[src/rtl/month_calendar_grid_generator_assert.svh]
// Assertion macros for the calendar grid generator.
`ifndef MONTH_CALENDAR_GRID_GENERATOR_ASSERT_SVH
`define MONTH_CALENDAR_GRID_GENERATOR_ASSERT_SVH

`ifndef NO_ASSERTIONS

`define MCGG_ASSERT_SAME(lbl, clk, rstn, ante, cons) \
  lbl: assert property (@(posedge clk) disable iff (!rstn) (ante) |-> (cons)) \
    else $error("assertion lbl failed");

`define MCGG_ASSERT_NEXT(lbl, clk, rstn, ante, cons) \
  lbl: assert property (@(posedge clk) disable iff (!rstn) (ante) |=> (cons)) \
    else $error("assertion lbl failed");

`else

`define MCGG_ASSERT_SAME(lbl, clk, rstn, ante, cons)

`define MCGG_ASSERT_NEXT(lbl, clk, rstn, ante, cons)

`endif

`endif

[src/rtl/mcgg_pkg.sv]
package mcgg_pkg;

  localparam int MONTH_W = 4;
  localparam int YEAR_W  = 14;
  localparam int CELL_W  = 6;
  localparam int DAY_W   = 5;
  localparam int REL_W   = 2;
  localparam int COL_W   = 3;

  localparam int IN_DATA_W  = 24;
  localparam int OUT_DATA_W = 32;

  localparam int QUEUE_DEPTH = 2;

  localparam logic [MONTH_W-1:0] MONTH_JAN = 4'd0;
  localparam logic [MONTH_W-1:0] MONTH_FEB = 4'd1;
  localparam logic [MONTH_W-1:0] MONTH_DEC = 4'd11;

  localparam int YEAR_OFFSET = 400;
  localparam int RECIP100    = 5243;
  localparam int RECIP7      = 37450;

  localparam logic [COL_W-1:0] LAST_COL = 3'd6;

  localparam logic [REL_W-1:0] REL_PREV = 2'd0;
  localparam logic [REL_W-1:0] REL_CUR  = 2'd1;
  localparam logic [REL_W-1:0] REL_NEXT = 2'd2;

  typedef enum logic [2:0] {
    FR_IDLE,
    FR_DIVYY,
    FR_DIVY,
    FR_MOD7,
    FR_FIN,
    FR_PUSH
  } front_state_t;

  typedef struct packed {
    logic [MONTH_W-1:0] month;
    logic [YEAR_W-1:0]  year;
    logic [MONTH_W-1:0] prev_month;
    logic [YEAR_W-1:0]  prev_year;
    logic [MONTH_W-1:0] next_month;
    logic [YEAR_W-1:0]  next_year;
    logic [COL_W-1:0]   col;
    logic [DAY_W-1:0]   len;
    logic [DAY_W-1:0]   prev_len;
  } job_t;

  function automatic logic [2:0] sak_offset(input logic [MONTH_W-1:0] m);
    logic [2:0] r;
    case (m)
      4'd0:    r = 3'd0;
      4'd1:    r = 3'd3;
      4'd2:    r = 3'd2;
      4'd3:    r = 3'd5;
      4'd4:    r = 3'd0;
      4'd5:    r = 3'd3;
      4'd6:    r = 3'd5;
      4'd7:    r = 3'd1;
      4'd8:    r = 3'd4;
      4'd9:    r = 3'd6;
      4'd10:   r = 3'd2;
      default: r = 3'd4;
    endcase
    return r;
  endfunction

  function automatic logic [DAY_W-1:0] month_len(input logic [MONTH_W-1:0] m,
                                                 input logic leap);
    logic [DAY_W-1:0] r;
    case (m)
      4'd1:                   r = leap ? 5'd29 : 5'd28;
      4'd3, 4'd5, 4'd8, 4'd10: r = 5'd30;
      default:                r = 5'd31;
    endcase
    return r;
  endfunction

endpackage

[src/rtl/mcgg_front.sv]
module mcgg_front (
  input  logic                          clk,
  input  logic                          rst_n,
  input  logic                          in_tvalid,
  output logic                          in_tready,
  input  logic [mcgg_pkg::MONTH_W-1:0]  in_month,
  input  logic [mcgg_pkg::YEAR_W-1:0]   in_year,
  output logic                          push_valid,
  input  logic                          push_ready,
  output mcgg_pkg::job_t                push_job
);
  import mcgg_pkg::*;

  front_state_t state_r, state_nxt;

  logic [MONTH_W-1:0] m_r;
  logic [YEAR_W-1:0]  y_r;
  logic [14:0]        yy_r;
  logic [7:0]         q100yy_r;
  logic [7:0]         q100y_r;
  logic [14:0]        s_r;
  logic [11:0]        q7_r;
  job_t               job_r, job_nxt;

  logic [MONTH_W-1:0] m_sat;
  logic [14:0]        yy_in;
  logic [14:0]        mul_a;
  logic [15:0]        mul_b;
  logic [30:0]        prod;
  logic [14:0]        s_nxt;
  logic [14:0]        t7;
  logic [14:0]        sun0_full;
  logic [2:0]         sun0;
  logic [YEAR_W-1:0]  h100;
  logic [YEAR_W-1:0]  rem100;
  logic               leap;

  assign m_sat = (in_month > MONTH_DEC) ? MONTH_DEC : in_month;
  assign yy_in = {1'b0, in_year} + 15'(YEAR_OFFSET) - {14'b0, (m_sat <= MONTH_FEB)};

  always_comb begin
    state_nxt = state_r;
    case (state_r)
      FR_IDLE:  if (in_tvalid) state_nxt = FR_DIVYY;
      FR_DIVYY: state_nxt = FR_DIVY;
      FR_DIVY:  state_nxt = FR_MOD7;
      FR_MOD7:  state_nxt = FR_FIN;
      FR_FIN:   state_nxt = FR_PUSH;
      FR_PUSH:  if (push_ready) state_nxt = FR_IDLE;
      default:  state_nxt = FR_IDLE;
    endcase
  end

  always_comb begin
    in_tready  = 1'b0;
    push_valid = 1'b0;
    mul_a      = yy_r;
    mul_b      = 16'(RECIP100);
    case (state_r)
      FR_IDLE: in_tready = 1'b1;
      FR_DIVY: mul_a = {1'b0, y_r};
      FR_MOD7: begin
        mul_a = s_r;
        mul_b = 16'(RECIP7);
      end
      FR_PUSH: push_valid = 1'b1;
      default: ;
    endcase
  end

  assign prod = {16'b0, mul_a} * {15'b0, mul_b};

  assign s_nxt = yy_r + {2'b0, yy_r[14:2]} - {7'b0, q100yy_r} + {9'b0, q100yy_r[7:2]}
               + {12'b0, sak_offset(m_r)} + 15'd1;

  assign t7        = {q7_r, 3'b0} - {3'b0, q7_r};
  assign sun0_full = s_r - t7;
  assign sun0      = sun0_full[2:0];

  assign h100   = {q100y_r, 6'b0} + {1'b0, q100y_r, 5'b0} + {4'b0, q100y_r, 2'b0};
  assign rem100 = y_r - h100;
  assign leap   = (rem100 == '0) ? (q100y_r[1:0] == 2'b00) : (y_r[1:0] == 2'b00);

  always_comb begin
    job_nxt.month      = m_r;
    job_nxt.year       = y_r;
    job_nxt.prev_month = (m_r == MONTH_JAN) ? MONTH_DEC : m_r - 4'd1;
    job_nxt.prev_year  = (m_r == MONTH_JAN) ? y_r - 14'd1 : y_r;
    job_nxt.next_month = (m_r == MONTH_DEC) ? MONTH_JAN : m_r + 4'd1;
    job_nxt.next_year  = (m_r == MONTH_DEC) ? y_r + 14'd1 : y_r;
    job_nxt.col        = (sun0 == 3'd0) ? LAST_COL : sun0 - 3'd1;
    job_nxt.len        = month_len(m_r, leap);
    job_nxt.prev_len   = month_len(job_nxt.prev_month, leap);
  end

  always_ff @(posedge clk) begin
    if (!rst_n) begin
      state_r <= FR_IDLE;
    end else begin
      state_r <= state_nxt;
    end
  end

  always_ff @(posedge clk) begin
    if (state_r == FR_IDLE && in_tvalid) begin
      m_r  <= m_sat;
      y_r  <= in_year;
      yy_r <= yy_in;
    end
    if (state_r == FR_DIVYY) begin
      q100yy_r <= prod[26:19];
    end
    if (state_r == FR_DIVY) begin
      q100y_r <= prod[26:19];
      s_r     <= s_nxt;
    end
    if (state_r == FR_MOD7) begin
      q7_r <= prod[29:18];
    end
    if (state_r == FR_FIN) begin
      job_r <= job_nxt;
    end
  end

  assign push_job = job_r;

endmodule

[src/rtl/mcgg_queue.sv]
`include "month_calendar_grid_generator_assert.svh"

module mcgg_queue #(
  parameter int DEPTH = mcgg_pkg::QUEUE_DEPTH
) (
  input  logic           clk,
  input  logic           rst_n,
  input  logic           push_valid,
  output logic           push_ready,
  input  mcgg_pkg::job_t push_job,
  output logic           pop_valid,
  input  logic           pop_ready,
  output mcgg_pkg::job_t pop_job
);
  import mcgg_pkg::*;

  localparam int PW = $clog2(DEPTH);
  localparam int CW = $clog2(DEPTH + 1);

  job_t            slots [DEPTH];
  logic [PW-1:0]   wr_ptr_r, wr_ptr_nxt;
  logic [PW-1:0]   rd_ptr_r, rd_ptr_nxt;
  logic [CW-1:0]   count_r, count_nxt;
  logic            push, pop;

  assign push_ready = (count_r != CW'(DEPTH));
  assign pop_valid  = (count_r != '0);
  assign push       = push_valid && push_ready;
  assign pop        = pop_valid && pop_ready;
  assign pop_job    = slots[rd_ptr_r];

  always_comb begin
    wr_ptr_nxt = wr_ptr_r;
    rd_ptr_nxt = rd_ptr_r;
    count_nxt  = count_r;
    if (push) begin
      wr_ptr_nxt = (wr_ptr_r == PW'(DEPTH - 1)) ? '0 : wr_ptr_r + PW'(1);
    end
    if (pop) begin
      rd_ptr_nxt = (rd_ptr_r == PW'(DEPTH - 1)) ? '0 : rd_ptr_r + PW'(1);
    end
    if (push && !pop) begin
      count_nxt = count_r + CW'(1);
    end else if (pop && !push) begin
      count_nxt = count_r - CW'(1);
    end
  end

  always_ff @(posedge clk) begin
    if (!rst_n) begin
      wr_ptr_r <= '0;
      rd_ptr_r <= '0;
      count_r  <= '0;
    end else begin
      wr_ptr_r <= wr_ptr_nxt;
      rd_ptr_r <= rd_ptr_nxt;
      count_r  <= count_nxt;
    end
  end

  always_ff @(posedge clk) begin
    if (push) begin
      slots[wr_ptr_r] <= push_job;
    end
  end

  `MCGG_ASSERT_SAME(a_count_bound, clk, rst_n, 1'b1, count_r <= CW'(DEPTH))
  `MCGG_ASSERT_NEXT(a_count_up, clk, rst_n, push && !pop, count_r == $past(count_r) + CW'(1))
  `MCGG_ASSERT_SAME(a_ptr_sync, clk, rst_n, count_r == '0 || count_r == CW'(DEPTH), wr_ptr_r == rd_ptr_r)

endmodule

[src/rtl/mcgg_back.sv]
`include "month_calendar_grid_generator_assert.svh"

module mcgg_back (
  input  logic                             clk,
  input  logic                             rst_n,
  input  logic                             job_valid,
  output logic                             job_ready,
  input  mcgg_pkg::job_t                   job,
  output logic                             out_tvalid,
  input  logic                             out_tready,
  output logic [mcgg_pkg::OUT_DATA_W-1:0]  out_tdata,
  output logic [mcgg_pkg::REL_W-1:0]       out_tuser,
  output logic                             out_tlast
);
  import mcgg_pkg::*;

  logic               busy_r;
  job_t               job_r;
  logic [CELL_W-1:0]  n_r;
  logic [COL_W-1:0]   wk_r;
  logic [DAY_W-1:0]   day_r, day_nxt;
  logic [REL_W-1:0]   rel_r, rel_nxt;

  logic               out_tvalid_r;
  logic [CELL_W-1:0]  o_idx_r;
  logic [DAY_W-1:0]   o_day_r;
  logic [MONTH_W-1:0] o_month_r;
  logic [YEAR_W-1:0]  o_year_r;
  logic [REL_W-1:0]   o_rel_r;
  logic               o_last_r;

  logic               load, emit, is_last;
  logic [MONTH_W-1:0] cell_month;
  logic [YEAR_W-1:0]  cell_year;

  assign job_ready = !busy_r;
  assign load      = !busy_r && job_valid;
  assign emit      = busy_r && (!out_tvalid_r || out_tready);

  always_comb begin
    case (rel_r)
      REL_PREV: begin
        cell_month = job_r.prev_month;
        cell_year  = job_r.prev_year;
      end
      REL_CUR: begin
        cell_month = job_r.month;
        cell_year  = job_r.year;
      end
      default: begin
        cell_month = job_r.next_month;
        cell_year  = job_r.next_year;
      end
    endcase
  end

  assign is_last = (wk_r == LAST_COL)
                && ((rel_r == REL_CUR && day_r == job_r.len) || rel_r == REL_NEXT);

  always_comb begin
    day_nxt = day_r + DAY_W'(1);
    rel_nxt = rel_r;
    case (rel_r)
      REL_PREV: begin
        if (day_r == job_r.prev_len) begin
          day_nxt = DAY_W'(1);
          rel_nxt = REL_CUR;
        end
      end
      REL_CUR: begin
        if (day_r == job_r.len) begin
          day_nxt = DAY_W'(1);
          rel_nxt = REL_NEXT;
        end
      end
      default: ;
    endcase
  end

  always_ff @(posedge clk) begin
    if (!rst_n) begin
      busy_r       <= 1'b0;
      out_tvalid_r <= 1'b0;
    end else begin
      if (load) begin
        busy_r <= 1'b1;
      end else if (emit && is_last) begin
        busy_r <= 1'b0;
      end
      if (emit) begin
        out_tvalid_r <= 1'b1;
      end else if (out_tready) begin
        out_tvalid_r <= 1'b0;
      end
    end
  end

  always_ff @(posedge clk) begin
    if (load) begin
      job_r <= job;
      n_r   <= '0;
      wk_r  <= '0;
      if (job.col == '0) begin
        day_r <= DAY_W'(1);
        rel_r <= REL_CUR;
      end else begin
        day_r <= job.prev_len - {2'b0, job.col} + DAY_W'(1);
        rel_r <= REL_PREV;
      end
    end else if (emit) begin
      n_r   <= n_r + CELL_W'(1);
      wk_r  <= (wk_r == LAST_COL) ? '0 : wk_r + COL_W'(1);
      day_r <= day_nxt;
      rel_r <= rel_nxt;
    end
    if (emit) begin
      o_idx_r   <= n_r;
      o_day_r   <= day_r;
      o_month_r <= cell_month;
      o_year_r  <= cell_year;
      o_rel_r   <= rel_r;
      o_last_r  <= is_last;
    end
  end

  assign out_tvalid = out_tvalid_r;
  assign out_tdata  = {3'b0, o_year_r, o_month_r, o_day_r, o_idx_r};
  assign out_tuser  = o_rel_r;
  assign out_tlast  = o_last_r;

  `MCGG_ASSERT_SAME(a_idx_range, clk, rst_n, out_tvalid_r, o_idx_r <= CELL_W'(41))
  `MCGG_ASSERT_SAME(a_last_row_end, clk, rst_n, out_tvalid_r && o_last_r, o_idx_r == CELL_W'(27) || o_idx_r == CELL_W'(34) || o_idx_r == CELL_W'(41))
  `MCGG_ASSERT_SAME(a_prev_first_row, clk, rst_n, out_tvalid_r && o_rel_r == REL_PREV, o_idx_r < CELL_W'(6))

endmodule

[src/rtl/month_calendar_grid_generator.sv]
// channel | dir | tvalid/tready         | payload
// in      | in  | in_tvalid, in_tready  | in_tdata: month[3:0], year[17:4]
// out     | out | out_tvalid, out_tready| out_tdata: cell_index[5:0], day[10:6],
//         |     |                       |   cell_month[14:11], cell_year[28:15];
//         |     |                       | out_tuser: relation[1:0]; out_tlast: last
// A request goes through the front weekday/leap sequencer, then waits in the queue.
// The back emits one cell per cycle unless the output stalls: 28 to 42 cells per request.
// Throughput is set by the back, which loads a new request only after its last cell.
// Reset is synchronous, active low, and empties front, queue and output register.
// A stalled output holds the back; the front keeps accepting until the queue fills.
module month_calendar_grid_generator #(
  parameter int QDEPTH = mcgg_pkg::QUEUE_DEPTH
) (
  input  logic                             clk,
  input  logic                             rst_n,
  input  logic                             in_tvalid,
  output logic                             in_tready,
  input  logic [mcgg_pkg::IN_DATA_W-1:0]   in_tdata,   // month[3:0], year[17:4]
  output logic                             out_tvalid,
  input  logic                             out_tready,
  output logic [mcgg_pkg::OUT_DATA_W-1:0]  out_tdata,  // cell_index, day, cell_month, cell_year
  output logic [mcgg_pkg::REL_W-1:0]       out_tuser,  // relation
  output logic                             out_tlast
);
  import mcgg_pkg::*;

  logic push_valid, push_ready, pop_valid, pop_ready;
  job_t push_job, pop_job;

  mcgg_front u_front (
    .clk        (clk),
    .rst_n      (rst_n),
    .in_tvalid  (in_tvalid),
    .in_tready  (in_tready),
    .in_month   (in_tdata[MONTH_W-1:0]),
    .in_year    (in_tdata[MONTH_W+YEAR_W-1:MONTH_W]),
    .push_valid (push_valid),
    .push_ready (push_ready),
    .push_job   (push_job)
  );

  mcgg_queue #(
    .DEPTH (QDEPTH)
  ) u_queue (
    .clk        (clk),
    .rst_n      (rst_n),
    .push_valid (push_valid),
    .push_ready (push_ready),
    .push_job   (push_job),
    .pop_valid  (pop_valid),
    .pop_ready  (pop_ready),
    .pop_job    (pop_job)
  );

  mcgg_back u_back (
    .clk        (clk),
    .rst_n      (rst_n),
    .job_valid  (pop_valid),
    .job_ready  (pop_ready),
    .job        (pop_job),
    .out_tvalid (out_tvalid),
    .out_tready (out_tready),
    .out_tdata  (out_tdata),
    .out_tuser  (out_tuser),
    .out_tlast  (out_tlast)
  );

endmodule

[config.mk]
export PLATFORM = sky130hd
export DESIGN_NAME = month_calendar_grid_generator
export DESIGN_NICKNAME = d
export VERILOG_FILES = /design/src/rtl/mcgg_pkg.sv /design/src/rtl/mcgg_front.sv /design/src/rtl/mcgg_queue.sv /design/src/rtl/mcgg_back.sv /design/src/rtl/month_calendar_grid_generator.sv
export VERILOG_INCLUDE_DIRS = /design/src /design/src/rtl
export SDC_FILE = /design/constraint.sdc
export NUM_CORES = 1
export LEC_CHECK = 0
export BUFFER_PORTS_ARGS = -buffer_cell sky130_fd_sc_hd__buf_2
export CORE_MARGIN = 2
export CORE_UTILIZATION = 36
export CTS_CLUSTER_DIAMETER = 120
export CTS_CLUSTER_SIZE = 20
export DETAILED_ROUTE_END_ITERATION = 10
export HOLD_SLACK_MARGIN = 0.05
export RECOVER_POWER = 50
export SYNTH_ARGS = -nofsm -noshare
export SYNTH_HDL_FRONTEND = slang
export SYNTH_HIERARCHICAL = 1
export SYNTH_SLANG_ARGS = --single-unit
[constraint.sdc]
create_clock -name clk -period 7 [get_ports clk]
set_input_delay 1.4 -clock clk [delete_from_list [all_inputs] [get_ports clk]]
set_output_delay 1.4 -clock clk [all_outputs]
set_load 0.01 [all_outputs]
; Yosys cells after proc, flatten, opt, wreduce, memory -nomap -nowiden
; Memory sizes are Yosys's and may differ from the RTL's. A register that Yosys moved wholly into a read port is not among the register bits.
; Cells that the tools add are included.
[word_totals]
romBits = 48
mem_bits_rw = 134
register_bits = 255
mem_count = 2
wordCells = 173
input_bits = 28
latch_bits = 0
[op_classes]
n_eq_ne = 26
n_reduce_logical = 33
multipliers = 1
bitwise_logic = 0
div = 0
muxes = 43
n_shift = 0
order_cmp = 2
addsub = 26
[memory_table]
columns = name, words, word_bits, rd, rd_clocked_by_memory_dff, write_ports, line
row1 = u_queue.slots, 2, 67, 1, 1, 1, mcgg_queue.sv:20  ; job_t slots [DEPTH];
row2 = (no name shown), 16, 3, 1, 1, 0, mcgg_pkg.sv:52  ; case (m)
[op_table]
columns = op, count
row1 = case mux 15 bit (2 select lines), 1
row2 = case mux 5 bit (2 select lines), 3
row3 = 2-to-1 mux 14 bit, 2
row4 = case mux 14 bit (2 select lines), 1
row5 = multiplier 15 x 16 -> 27 bit, 1
row6 = 2-to-1 mux 5 bit, 5
row7 = == test 4 bit (second input constant), 5
row8 = case mux 3 bit (6 select lines), 1
row9 = 2-to-1 mux 16 bit, 1
row10 = adder 14 x 9 -> 15 bit (second input constant), 1
row11 = adder 15 x 1 -> 15 bit (second input constant), 1
row12 = adder 15 x 13 -> 15 bit, 1
row13 = adder 15 x 3 -> 15 bit, 1
row14 = adder 15 x 6 -> 15 bit, 1
row15 = 2-to-1 mux 1 bit, 15
row16 = subtractor 15 x 1 -> 15 bit, 1
row17 = subtractor 15 x 8 -> 15 bit, 1
row18 = adder 14 x 1 -> 14 bit (second input constant), 1
row19 = adder 14 x 10 -> 14 bit, 1
row20 = adder 14 x 13 -> 14 bit, 1
row21 = zero test 14 bit, 1
row22 = subtractor 14 x 1 -> 14 bit (second input constant), 1
row23 = subtractor 14 bit, 1
row24 = 2-to-1 mux 2 bit, 6
row25 = 42 further kinds, 77

; Logic depth before layout (Yosys ltp)
[logic_depth]
depth_word = 7
mapped_depth = 28

; Cells and area by module
; Netlist, hierarchy kept.
[modules_own_cells]
columns = module, seq_area_each_um2, instances, cells_per_inst, area_each_um2
row1 = mcgg_front, 3963.8, 1, 1177, 12700.9
row2 = mcgg_queue, 4124.0, 1, 232, 5077.4
row3 = mcgg_back, 3313.2, 1, 280, 4420.5

; Worst setup path before layout
; OpenSTA, ideal clock, no wires.
[synth_timing]
path_type = flip-flop to flip-flop
start = register u_front.state_r[0]
end = register u_front.q100y_r[5], data pin
required_ns = 6.737
period_less_slack_ns = 6.491
arrival_ns = 6.229
stages_incl_launch_ff = 27
n_path_buf = 3
path_slack_ns = 0.509
path_cell_list = dfxtp_1 buf_6 clkbuf_1 clkbuf_1 mux2i_1 nand2_1 o21ai_0 nor2_1 fa_1 inv_1 fa_1 fa_1 inv_1 fa_1 fa_1 inv_1 fa_1 inv_1 ha_1 a21oi_1 o21ai_0 o21ai_0 o21a_1 o21ai_2 a21o_2 a31oi_1 xnor2_1
[synth_between]
elab_chain_cells = 3
elab_cells_between_ends = 5
cone_classes = mul (1) / eq/ne (2) / mux (2)
[synth_lines]
columns = element, line
row1 = "start, declared", mcgg_front.sv:14  ; front_state_t state_r, state_nxt;
row2 = "start signal, assigned", mcgg_front.sv:100  ; state_r <= state_nxt;
row3 = == test 3 x 2 -> 1 bit, mcgg_front.sv:59  ; case (state_r)
row4 = case mux 15 bit (2 select lines) / 2-to-1 mux 16 bit (equally long branches), mcgg_front.sv:59
row5 = multiplier 15 x 16 -> 27 bit (*), mcgg_front.sv:71  ; assign prod = {16'b0, mul_a} * {15'b0, mul_b};
row6 = via u_front.prod[24], mcgg_front.sv:29  ; logic [30:0] prod;
row7 = "end signal, assigned", mcgg_front.sv:114  ; q100y_r <= prod[26:19];
row8 = "end, declared", mcgg_front.sv:20  ; logic [7:0] q100y_r;
; Mark *: on every way through the listed nets, which the timed path passes. The rest lies on a longest branch.
; A chain may end at the register's enable or synchronous reset.

; Worst setup path after layout
[layout_timing]
start = register u_front.state_r[1]
end = register u_front.q100yy_r[5], data pin
[layout_between]
elab_chain_cells = 3
elab_cells_between_ends = 5
cone_classes = mul (1) / eq/ne (2) / mux (2)
[layout_lines]
columns = element, line
row1 = == test 3 x 2 -> 1 bit, mcgg_front.sv:59
row2 = case mux 15 bit (2 select lines) / 2-to-1 mux 16 bit (equally long branches), mcgg_front.sv:59
row3 = multiplier 15 x 16 -> 27 bit (*), mcgg_front.sv:71
row4 = via u_front.prod[24], mcgg_front.sv:29
row5 = "end signal, assigned", mcgg_front.sv:111  ; q100yy_r <= prod[26:19];
row6 = "end, declared", mcgg_front.sv:19  ; logic [7:0] q100yy_r;
; Marks and branches as above.

==> metrics list <==
* Status: complete, but fails checks
- The final reports fail on capacitance limit, slew limit.
* Fraction of layout instances using a drive strength above 1: 0.106
* Worst slew margin relative to its limit: -1.33
- TritonCTS built the clock tree.
- # DRC: 0
* Maximum operating frequency: approximately 0.15 GHz
- Aggregate routed wire length: around 43,000 um
- Clock edge transition at the registers on the reported setup and hold paths: ~0.090 ns
- The die covers 63,700 um2.
- Critical path's top delay family: adder cells
- Number of setup buffers added after CTS: 0
- At the later pin of the worst-skew pair, clock insertion delay measures between 0.5 and 0.6 ns.
* Cell breakdown of the critical path: nor2b_4, nand2_1, inv_1, buf_4, nor2_1, inv_1, fa_1, inv_1, fa_1, fa_1, fa_1, fa_1, ha_1, ha_1, a2111oi_0, o21ai_0, o21ai_0, o21a_1, o21ai_2, a21o_2, a31oi_1, xnor2_1
- Dividing the final minimum period by the clock period gives 0.938.
- Post-synthesis sequential element count: ~390
- Num CTS Buffers: 23
* Total global-route track usage: 0.138
- Fillcell total: roughly 5,800
- The number of hold violations in the final report is 0.
- Commonest cells after routing, fill and taps aside: 365 x sky130_fd_sc_hd__edfxtp_1, 267 x sky130_fd_sc_hd__inv_1, 209 x sky130_fd_sc_hd__ha_1
- Along the worst path, the maximum fanout reaches 12.
- Via count of the first global-routing pass: 12,900
- Worst setup EP type: register
- Total via count after detailed routing: ~12,000
- Synthesis Warnings: 6
- Level count of the clock H-tree: 1
* Remaining global-route overflow: 0
- STA classifies the critical path startpoint as a register.
- On the critical path, the stage with the largest delay is an instance of sky130_fd_sc_hd__fa_1.
* Mean routed wirelength per cell: ~17 um
- The initial antenna violation count came to 1.
* EDFF count, synth: 365
- Setup violations remaining at the end of the flow were counted as 0.
* Worst setup skew after layout: between 0.02 and 0.03 ns
* Wire length of the first global-routing pass: around 70,000 um
* Initial Util: 0.362
- Synth unique cells: 74
- Count of clock tree sinks: a little under 400
- For this design the top-level I/O count stands at 65.
- Maximum clock insertion buffer count: 3
- Cell count after synthesis: between 1,500 and 2,000
- Max-cap violations in this run came to 5.
* Required time of the critical path: approximately 7.3 ns
- RSZ-0062 raised after global routing: no
- Counting both buffers and inverters, the worst setup path holds a total of 4.
- Slowest stage delay, CP: ~0.54 ns
* Net count reported at finish: ~2,100
- Maximum number of pins on one net before global-route repair: just under 70
* Classification of the worst-slack hold path: register to register
- Sum of negative setup slack: 0 ns
- The total count of max-transition violations in the final report is roughly 200.
- CP Class: register to register
- The first detailed-routing pass took 6 iterations.
- Routability-driven placement finished with a final weighted congestion of about 0.84.
* Most repeated library cell on the critical path: sky130_fd_sc_hd__fa_1
- In this run the core area contains 91 standard-cell rows.
- Data arrival time at the worst-slack endpoint: 6.87 ns
* Most frequent standard cell in the layout excluding fill and tap cells: sky130_fd_sc_hd__edfxtp_1
- Floorplan die height: about 250 um
- Dividing the detail-routed via count by the number of cells gives about 4.8.
- For the pin with the worst max-slew slack, the measured transition is about 3.5 ns.
- From synthesis to final layout, the design area changed by 8.75%.
* Average size of a mapped cell: 13.1 um2
* DRT iter0 DRCs: between 700 and 800
* Count of nets left with antenna violations after detail routing: 0
* Port bufs: 55
- For the finished layout, the period the worst path requires is roughly 6.6 ns.
* Std-Cell Core Area: a little over 60,000 um2
- Sequential share of the synthesized area: 0.514
- Summed over all nets, the half-perimeter wirelength after detailed placement is approximately 33,000 um.
- Horiz. Die Dim: between 200 and 300 um
- After synthesis, the share of flip-flops with an asynchronous set or reset is 0.
- Post-Synthesis Cell Area: roughly 22,000 um2
- Root Driver: sky130_fd_sc_hd__clkbuf_16
- For this run, the leading register cell type out of synthesis is sky130_fd_sc_hd__edfxtp_1.
==> stage by stage <==
step / cells / setup slack, ns / area, um2 / hold slack [ns] / utilization
final: 2580 / 0.434 / 24100 / 0.438 / 0.393
after global routing: 2579 / 0.0514 / 24100 / 0.439 / 0.393
after CTS: 2578 / 0.148 / 24200 / 0.441 / 0.394
after detailed placement: 2536 / 0.206 / 23500 / 0.430 / 0.383
after global placement: 2536 / 0.273 / 23500 / 0.423 / 0.383
after floorplan: 1704 / 0.509 / 22300 / 0.421 / -
==> per-layer routing <==
metal	global-route usage	share of wire	up-vias
li1	-	-	5968
met1	0.183	0.46	6097
met2	0.243	0.49	192
met3	0.0158	0.028	55
met4	0.0311	0.023	0
met5	0	0	-
==> sequential cells by signal, indices dropped and copies added, names as in the netlist, 6 cells and up, named ones only <==
name              cells
u_back/n_r            6
u_back/o_year_r      14
u_back/job_r         64
u_front/yy_r         15
u_front/q100yy_r      8
u_front/q100y_r       8
u_back/o_idx_r        6
u_front/push_job     61
u_queue/slots       134
u_front/y_r          14
u_front/s_r          15
==> repair_timing <==
action | 4_1_cts | 5_1_grt
gates resized for setup | 0 | 6
hold buffers | 0 | 0
endpoints found under the setup margin | 0 | 16
==> worst paths after layout <==
| path | from | end | slack (ns) | depth (start not counted) |
|---|---|---|---|---|
| max | u_front/state_r[1] | u_front/q100yy_r[5] | 0.43 | 22 |
| min | u_front/push_job[33] | u_queue/slots[0][33] | 0.44 | 0 |
| max reg2reg | u_front/state_r[1] | u_front/q100yy_r[5] | 0.43 | 22 |
| min reg2reg | u_front/push_job[33] | u_queue/slots[0][33] | 0.44 | 0 |
==> worst register-to-register path: cells and delay by family (launching register included) <==
family          cells  cell delay, ns
flops               1            0.48
xor+xnor            1            0.12
buf+inv             4            0.54
compound gates      7            1.44
simple gates        3            0.67
fa+ha+maj           7            3.07
==> cell type report <==
| cell class | instances | area, um2 | share of cell area |
|---|---|---|---|
| clock buffers | 40 | 639 | 0.0265 |
| multi-input cells | 1002 | 9580 | 0.397 |
| well taps | 790 | 988 | 0.0409 |
| inverters | 268 | 1010 | 0.0417 |
| clock inverters | 2 | 36.3 | 0.00150 |
| repair buffers | 90 | 480 | 0.0199 |
| diodes | 1 | 2.50 | 0.000104 |
| flip-flops and latches | 387 | 11400 | 0.472 |
==> Yosys cell counts, types with 3 or more instances <==
master                       n  share of area
sky130_fd_sc_hd__fa_1      117           0.11
sky130_fd_sc_hd__dfxtp_1    22          0.020
sky130_fd_sc_hd__o21ai_0    58          0.013
sky130_fd_sc_hd__conb_1      3        0.00051
sky130_fd_sc_hd__nand2b_1    7         0.0020
sky130_fd_sc_hd__buf_2       6         0.0014
sky130_fd_sc_hd__buf_6       8         0.0041
sky130_fd_sc_hd__o21a_1      8         0.0027
sky130_fd_sc_hd__a32o_1      4         0.0018
sky130_fd_sc_hd__nand3_1    23         0.0052
sky130_fd_sc_hd__nand4_1     9         0.0025
sky130_fd_sc_hd__ha_1      209           0.12
sky130_fd_sc_hd__xor2_1     37          0.015
sky130_fd_sc_hd__nand2_1    75          0.013
sky130_fd_sc_hd__a21o_1     16         0.0054
sky130_fd_sc_hd__o21bai_1    3         0.0010
sky130_fd_sc_hd__mux2_2     71          0.036
sky130_fd_sc_hd__a21boi_0    4         0.0014
sky130_fd_sc_hd__nor3b_1     4         0.0014
sky130_fd_sc_hd__a22oi_1     3         0.0010
sky130_fd_sc_hd__a21oi_1    43         0.0097
sky130_fd_sc_hd__o21ai_1     3        0.00068
sky130_fd_sc_hd__inv_1     267          0.045
sky130_fd_sc_hd__a31oi_1     3        0.00085
sky130_fd_sc_hd__nor2_1     65          0.011
sky130_fd_sc_hd__or2_2       7         0.0020
sky130_fd_sc_hd__clkbuf_1   20         0.0034
sky130_fd_sc_hd__o211ai_1    7         0.0024
sky130_fd_sc_hd__nor2b_1     6         0.0017
sky130_fd_sc_hd__nand3b_1    5         0.0017
sky130_fd_sc_hd__mux2i_1    32          0.014
sky130_fd_sc_hd__buf_4      10         0.0034
sky130_fd_sc_hd__edfxtp_1  365           0.49
sky130_fd_sc_hd__and3_1     15         0.0042
sky130_fd_sc_hd__a211oi_1    4         0.0014
sky130_fd_sc_hd__xnor2_1    60          0.024
sky130_fd_sc_hd__and4_1      3         0.0012
sky130_fd_sc_hd__and2_1     15         0.0042
sky130_fd_sc_hd__a211oi_2    3         0.0017
sky130_fd_sc_hd__nor3_1     22         0.0050
sky130_fd_sc_hd__buf_1       3        0.00051
sky130_fd_sc_hd__or3_1       4         0.0011
==> cell families (layout without fill, tap and decap cells) <==
logic type,count (synthesis),count (layout),share of synthesized area
other,3,19,0.000507
DFF,387,387,0.514
xor gates and xnor gates,98,98,0.0390
adders and majority gates,326,326,0.223
muxes,104,104,0.0515
AOI/OAI and AO/OA,184,184,0.0535
buffers and inverters,316,400,0.0582
and+or+nand+nor,271,272,0.0604
Power is left out: the tool's default activity adds up to more than one toggle a clock period on the data nets, which glitch-free logic cannot reach.
